## src/design/assert_macros.svh

```systemverilog
`ifndef ASSERT_MACROS_SVH
`define ASSERT_MACROS_SVH

// Same-cycle implication, sampled on clk, off while rst_n is low.
`define ASSERT_IMPL(name, ante, cons) \
    name: assert property (@(posedge clk) disable iff (!rst_n) (ante) |-> (cons)) \
        else $error("assertion failed");

// Next-cycle implication, sampled on clk, off while rst_n is low.
`define ASSERT_NEXT(name, ante, cons) \
    name: assert property (@(posedge clk) disable iff (!rst_n) (ante) |=> (cons)) \
        else $error("assertion failed");

`endif

```

## src/design/lts_pkg.sv

```systemverilog
package lts_pkg;

    localparam int WORD_W    = 32;
    localparam int ACC_W     = 64;
    localparam int FRAC_BITS = 16;
    localparam int DIV_STEPS = 32;
    localparam int ROW_W     = 4;
    localparam int SIZE_W    = 5;
    localparam int STAT_W    = 2;

    localparam logic ACT_WRITE = 1'b0;
    localparam logic ACT_RHS   = 1'b1;

    localparam logic [STAT_W-1:0] ST_OK   = 2'd0;
    localparam logic [STAT_W-1:0] ST_SAT  = 2'd1;
    localparam logic [STAT_W-1:0] ST_ZERO = 2'd2;

    localparam logic [WORD_W-1:0] POS_MAX = 32'h7FFF_FFFF;
    localparam logic [WORD_W-1:0] NEG_MAG = 32'h8000_0000;

    typedef enum logic [1:0] {
        S_IDLE,
        S_MAC,
        S_DIVGO,
        S_DIVWAIT
    } seq_state_t;

    typedef enum logic [1:0] {
        D_IDLE,
        D_CHECK,
        D_ITER,
        D_DONE
    } div_state_t;

    typedef struct packed {
        logic              done;
        logic [STAT_W-1:0] status;
        logic [WORD_W-1:0] value;
    } div_res_t;

endpackage

```

## src/design/lts_divider.sv

```systemverilog
`include "assert_macros.svh"

module lts_divider (
    input  logic                       clk,
    input  logic                       rst_n,
    input  logic                       start,
    input  logic [lts_pkg::ACC_W-1:0]  dividend,
    input  logic [lts_pkg::WORD_W-1:0] divisor,
    output lts_pkg::div_res_t          res
);
    import lts_pkg::*;

    localparam int CNT_W = $clog2(DIV_STEPS);

    div_state_t        state_reg, state_next;
    logic [ACC_W-1:0]  mag_reg;      // low half becomes the quotient
    logic [WORD_W-1:0] pmag_reg;
    logic [WORD_W-1:0] rem_reg;
    logic [CNT_W-1:0]  cnt_reg;
    logic              neg_reg;
    logic              zero_reg;
    logic              ovf_reg;

    logic              hi_ge;
    logic [WORD_W:0]   rem_sh;
    logic [WORD_W:0]   rem_sub;
    logic              step_ge;
    logic [WORD_W-1:0] quot;

    assign hi_ge   = mag_reg[ACC_W-1:WORD_W] >= pmag_reg;
    assign rem_sh  = {rem_reg, mag_reg[WORD_W-1]};
    assign rem_sub = rem_sh - {1'b0, pmag_reg};
    assign step_ge = rem_sh >= {1'b0, pmag_reg};
    assign quot    = mag_reg[WORD_W-1:0];

    always_comb
    begin
        state_next = state_reg;
        case (state_reg)
            D_IDLE:
            begin
                if (start)
                begin
                    state_next = D_CHECK;
                end
            end
            D_CHECK:
            begin
                // zero divisor or quotient of 2^32 or more: no iterations
                state_next = (zero_reg || hi_ge) ? D_DONE : D_ITER;
            end
            D_ITER:
            begin
                if (cnt_reg == CNT_W'(DIV_STEPS - 1))
                begin
                    state_next = D_DONE;
                end
            end
            D_DONE:
            begin
                state_next = D_IDLE;
            end
            default:
            begin
                state_next = D_IDLE;
            end
        endcase
    end

    always_comb
    begin
        res.done   = (state_reg == D_DONE);
        res.status = ST_OK;
        res.value  = '0;
        if (zero_reg)
        begin
            res.status = ST_ZERO;
        end
        else if (ovf_reg)
        begin
            res.status = ST_SAT;
            res.value  = neg_reg ? NEG_MAG : POS_MAX;
        end
        else if (neg_reg)
        begin
            if (quot > NEG_MAG)
            begin
                res.status = ST_SAT;
                res.value  = NEG_MAG;
            end
            else
            begin
                res.value = WORD_W'(0) - quot;
            end
        end
        else
        begin
            if (quot > POS_MAX)
            begin
                res.status = ST_SAT;
                res.value  = POS_MAX;
            end
            else
            begin
                res.value = quot;
            end
        end
    end

    always_ff @(posedge clk or negedge rst_n)
    begin
        if (!rst_n)
        begin
            state_reg <= D_IDLE;
        end
        else
        begin
            state_reg <= state_next;
        end
    end

    always_ff @(posedge clk)
    begin
        case (state_reg)
            D_IDLE:
            begin
                if (start)
                begin
                    mag_reg  <= dividend[ACC_W-1] ? (~dividend + ACC_W'(1)) : dividend;
                    pmag_reg <= divisor[WORD_W-1] ? (~divisor + WORD_W'(1)) : divisor;
                    neg_reg  <= dividend[ACC_W-1] ^ divisor[WORD_W-1];
                    zero_reg <= (divisor == '0);
                end
            end
            D_CHECK:
            begin
                ovf_reg <= hi_ge;
                rem_reg <= mag_reg[ACC_W-1:WORD_W];
                cnt_reg <= '0;
            end
            D_ITER:
            begin
                rem_reg <= step_ge ? rem_sub[WORD_W-1:0] : rem_sh[WORD_W-1:0];
                mag_reg[WORD_W-1:0] <= {mag_reg[WORD_W-2:0], step_ge};
                cnt_reg <= cnt_reg + CNT_W'(1);
            end
            default:
            begin
            end
        endcase
    end

    `ASSERT_IMPL(a_rem_below_divisor, state_reg == D_ITER, rem_reg < pmag_reg)
    `ASSERT_NEXT(a_done_single, res.done, !res.done)
    `ASSERT_IMPL(a_start_when_idle, start, state_reg == D_IDLE)

endmodule

```

## config.mk

```make
export PLATFORM = sky130hd
export DESIGN_NAME = lts_divider
export DESIGN_NICKNAME = d
export VERILOG_FILES = /design/src/design/lts_pkg.sv /design/src/design/lts_divider.sv
export VERILOG_INCLUDE_DIRS = /design/src /design/src/design
export SDC_FILE = /design/constraint.sdc
export NUM_CORES = 1
export LEC_CHECK = 0
export BUFFER_PORTS_ARGS = -buffer_cell sky130_fd_sc_hd__buf_2
export CAP_MARGIN = 5
export CORE_MARGIN = 2
export CORE_UTILIZATION = 40
export CTS_BUF_LIST = sky130_fd_sc_hd__clkbuf_4
export DETAILED_ROUTE_END_ITERATION = 12
export HOLD_SLACK_MARGIN = 0.12
export MAX_ROUTING_LAYER = met4
export PLACE_DENSITY = 0.59
export SLEW_MARGIN = 20
export SYNTH_ARGS = -nofsm -noshare
export SYNTH_HDL_FRONTEND = slang
export SYNTH_SLANG_ARGS = --single-unit
```

## constraint.sdc

```tcl
create_clock -name clk -period 4.3 [get_ports clk]
set_clock_uncertainty 0.15 [all_clocks]
set_input_delay 1.075 -clock clk [delete_from_list [all_inputs] [get_ports clk]]
set_output_delay 1.075 -clock clk [all_outputs]
set_load 0.02 [all_outputs]
```

==> out/metrics.cfg <==
[status]
outcome=complete, but fails checks
failed_checks=setup timing

[layout]
multi_input_area_mm2=0.006828
final_util=0.4866
area_growth_syn_to_layout_pct=18.97
drive_above_1_share=0.2164
largest_register_ffs=64
layoutNonFillerInstCount=1787
layout.area.seq_mm2=0.004134
fin_nets=1574
fillers=2606

[critical_path]
startpoint_to_endpoint_class_of_the_critical_path=reg -> out
worstPathBufferInverterCount=3
worst_setup_path_start_kind=flop
critical_path_capture_point_type=output pin
timing.critical_path.required_ps=3070
critPathMaxStageDelay_ps=430
timing.critical_path.arrival_ps=3250
cp_common_cell=sky130_fd_sc_hd__or3_4
crit_path_cell_trace=inv_2 > ha_4 > or3b_4 > or3_4 > nor3_4 > inv_1 > or3_4 > xor2_1 > o22ai_1 > a221oi_2 > buf_4
worst_path_dominant_cell_family=simple AND/OR/NAND/NOR gates
critical_path.slowest_cell=sky130_fd_sc_hd__edfxtp_1
path_max_fanout=4

[place]
dp.cells=1729
count_of_input_and_output_buffers=133
place_hpwl_um=25170
routabilityCongestion=0.8856

[routing]
final_antenna_net_count=0
finalWirelength_um=32690
first_iter_violations=947
wire_per_inst_um=18.29
vias_per_cell=5.627
remaining_drc_errors=0
vias=10060
drt_pass1_iterations=5

[sta]
grt_setup_unrepaired=true
slew_headroom=0.3060
setup_ws_ps=-176.6
tightest_slew_ps=1041
report.final.hold_viol_count=0
finalSetupViolations=30
layout_min_cycle_time_ps=4477
slew_viol_final=0
period_share=1.041
fmax_mhz=223.4

[floorplanning]
std_cell_rows=60
floorplan.die.height_um=170.5
start_util=0.4090
ios=134
die_width_um=170.5
floorplan.die_area_mm2=0.02906
fp.coreArea_mm2=0.02710

[clocking]
clock_latency_at_the_later_pin_of_the_worst_skew_pair_ps=590
clock_tree.htree_level_count=4
cts_num_sinks=138
clk_root_buffer_cell=sky130_fd_sc_hd__clkbuf_4
clock_path_buffers=2
cts_buffers=17
cts_tree=done
path_clk_slew_ps=130

[global_route]
first_global_vias=9293
number_of_antenna_violations_at_the_first_check_in_global_routing=1
grt_start_max_net_pins=84
global_route_wire_length_before_repair_um=50740
grt_overflow_total=0
globalRouteTotalUtil=0.2332

[synth]
synthesis.yosys.warnings=0
netlist_area_mm2=0.01108
synth_seq_area_share=0.3730
synthFlopType=sky130_fd_sc_hd__edfxtp_1
netlist_instances=1240
yosys.cell_types.count=76
async_flop_share=0.01449
postSynthRegisterBits=138
syn-num-nets=1413
synthesis.area_per_instance_um2=8.939
number_of_synthesized_flops_with_an_enable_pin=136

[pwr]
power_mw=8.815
static-leakage-power_nw=5.121
power-per-cell-area_mw_per_mm2=668.4
peakVddDrop_mv=0.2499

[min_path]
hold_class=reg -> reg

[run]
cap_viol_max_count=0

-- worst register-to-register path, stage by stage, from the launching register on --
cell and delay (ps):
sky130_fd_sc_hd__edfxtp_1 410, sky130_fd_sc_hd__inv_1 130, sky130_fd_sc_hd__ha_1 320, sky130_fd_sc_hd__a21oi_1 180, sky130_fd_sc_hd__o21ai_0 210, sky130_fd_sc_hd__nor3_1 380, sky130_fd_sc_hd__o2111ai_1 340, sky130_fd_sc_hd__a41o_1 380
sky130_fd_sc_hd__a31o_2 280, sky130_fd_sc_hd__nand2_1 230, sky130_fd_sc_hd__buf_4 200, sky130_fd_sc_hd__o221ai_1 120
-- cell usage in the layout (no fill, tap or decap), types with 12 or more instances in the layout --
cell and n:
sky130_fd_sc_hd__xnor2_1 83, sky130_fd_sc_hd__nand2_1 132, sky130_fd_sc_hd__or3_1 14, sky130_fd_sc_hd__o41ai_1 14, sky130_fd_sc_hd__edfxtp_1 136, sky130_fd_sc_hd__buf_2 107
sky130_fd_sc_hd__xor2_1 40, sky130_fd_sc_hd__inv_1 62, sky130_fd_sc_hd__buf_4 77, sky130_fd_sc_hd__ha_1 71, sky130_fd_sc_hd__nand4_1 18, sky130_fd_sc_hd__o211ai_1 12
sky130_fd_sc_hd__nand3_1 22, sky130_fd_sc_hd__o31ai_1 24, sky130_fd_sc_hd__o22ai_1 14, sky130_fd_sc_hd__nor3_1 27, sky130_fd_sc_hd__a21o_1 20, sky130_fd_sc_hd__nor2_1 101
sky130_fd_sc_hd__clkbuf_4 17, sky130_fd_sc_hd__a31oi_1 27, sky130_fd_sc_hd__o21ai_0 85, sky130_fd_sc_hd__a21oi_1 66
-- Yosys cell counts, types with 18 or more instances --
library cell | count | area share
sky130_fd_sc_hd__a31oi_1 | 29 | 0.016
sky130_fd_sc_hd__nand2_1 | 137 | 0.046
sky130_fd_sc_hd__o22ai_1 | 18 | 0.010
sky130_fd_sc_hd__xor2_1 | 40 | 0.032
sky130_fd_sc_hd__edfxtp_1 | 136 | 0.37
sky130_fd_sc_hd__inv_1 | 65 | 0.022
sky130_fd_sc_hd__or3_1 | 18 | 0.010
sky130_fd_sc_hd__xnor2_1 | 84 | 0.066
sky130_fd_sc_hd__a21o_1 | 20 | 0.014
sky130_fd_sc_hd__ha_1 | 73 | 0.082
sky130_fd_sc_hd__nor3_1 | 34 | 0.015
sky130_fd_sc_hd__nand3_1 | 22 | 0.0099
sky130_fd_sc_hd__a21oi_1 | 74 | 0.033
sky130_fd_sc_hd__o21ai_0 | 91 | 0.041
sky130_fd_sc_hd__nand4_1 | 18 | 0.010
sky130_fd_sc_hd__nor2_1 | 106 | 0.036
sky130_fd_sc_hd__o31ai_1 | 25 | 0.017
sky130_fd_sc_hd__clkbuf_1 | 50 | 0.017
-- kinds of logic after synthesis --
logic type | synth area share
multiplexers | 0.01016
adder cells (fa/ha/maj) | 0.08421
XOR/XNOR | 0.09798
flip-flops | 0.3730
buffers and inverters | 0.04075
AND/OR/NAND/NOR | 0.1808
AO/OA/AOI/OAI | 0.2131
-- stage by stage --
stage          area [um^2]  hold slack, ps  setup TNS (ps)  worst slack [ps]
2_1_floorplan        11090           375.0               0             150.7
3_3_place_gp         12330           430.6               0             39.69
3_5_place_dp         12330           433.5               0             73.83
4_1_cts              12880           444.2           -6113            -287.6
5_1_grt              13190           473.6           -7800            -337.0
6_report             13190           447.7           -2810            -176.6
-- report_power, final --
group	switching, mW	leakage [nW]	total [mW]	internal [mW]
clock network	0.542	0.142	0.838	0.296
logic	3.21	3.67	5.26	2.06
registers	0.441	1.31	2.71	2.27
-- final timing paths --
| kind | from | endpoint | slack [ps] | cells past startpoint |
|---|---|---|---|---|
| setup / recovery | mag_reg[0]$_DFFE_PP_ | res[10] | -180 | 11 |
| hold / removal | mag_reg[41]$_DFFE_PP_ | rem_reg[9]$_DFFE_PP_ | 450 | 2 |
| setup reg to reg | pmag_reg[14]$_DFFE_PP_ | rem_reg[7]$_DFFE_PP_ | 700 | 11 |
| hold reg to reg | mag_reg[41]$_DFFE_PP_ | rem_reg[9]$_DFFE_PP_ | 450 | 2 |
| max in group asynchronous | rst_n | state_reg[0]$_DFFE_PN0P_ | 3260 | 2 |
| min in group asynchronous | rst_n | state_reg[1]$_DFFE_PN0P_ | 650 | 2 |
-- timing repair --
item	4_1_cts	5_1_grt
hold buffers	1	0
buffers inserted	13	10
resized for setup	50	65
pin swaps	13	20
gates cloned	1	0
endpoints found under the hold margin	2	0
setup endpoints to repair	33	33
-- routing by layer --
layer | wire, um | vias up | part of all wire | GRT usage
li1 | - | 4933 | - | -
met1 | 16170 | 4756 | 0.49 | 0.3452
met2 | 13980 | 329 | 0.43 | 0.3360
met3 | 2097 | 38 | 0.064 | 0.03000
met4 | 440 | 0 | 0.013 | 0.05871
met5 | 0 | - | 0 | -
-- final cells by class --
| type | instances | area share |
|---|---|---|
| Multi-Input combinational cell | 983 | 0.5177 |
| Sequential cell | 138 | 0.3135 |
| Timing Repair Buffer | 195 | 0.09440 |
| Tap cell | 372 | 0.03529 |
| Inverter | 66 | 0.01879 |
| Clock inverter | 15 | 0.01044 |
| Clock buffer | 17 | 0.009677 |
| Antenna cell | 1 | 0.0001898 |
Power figures use the tool's default switching activity.
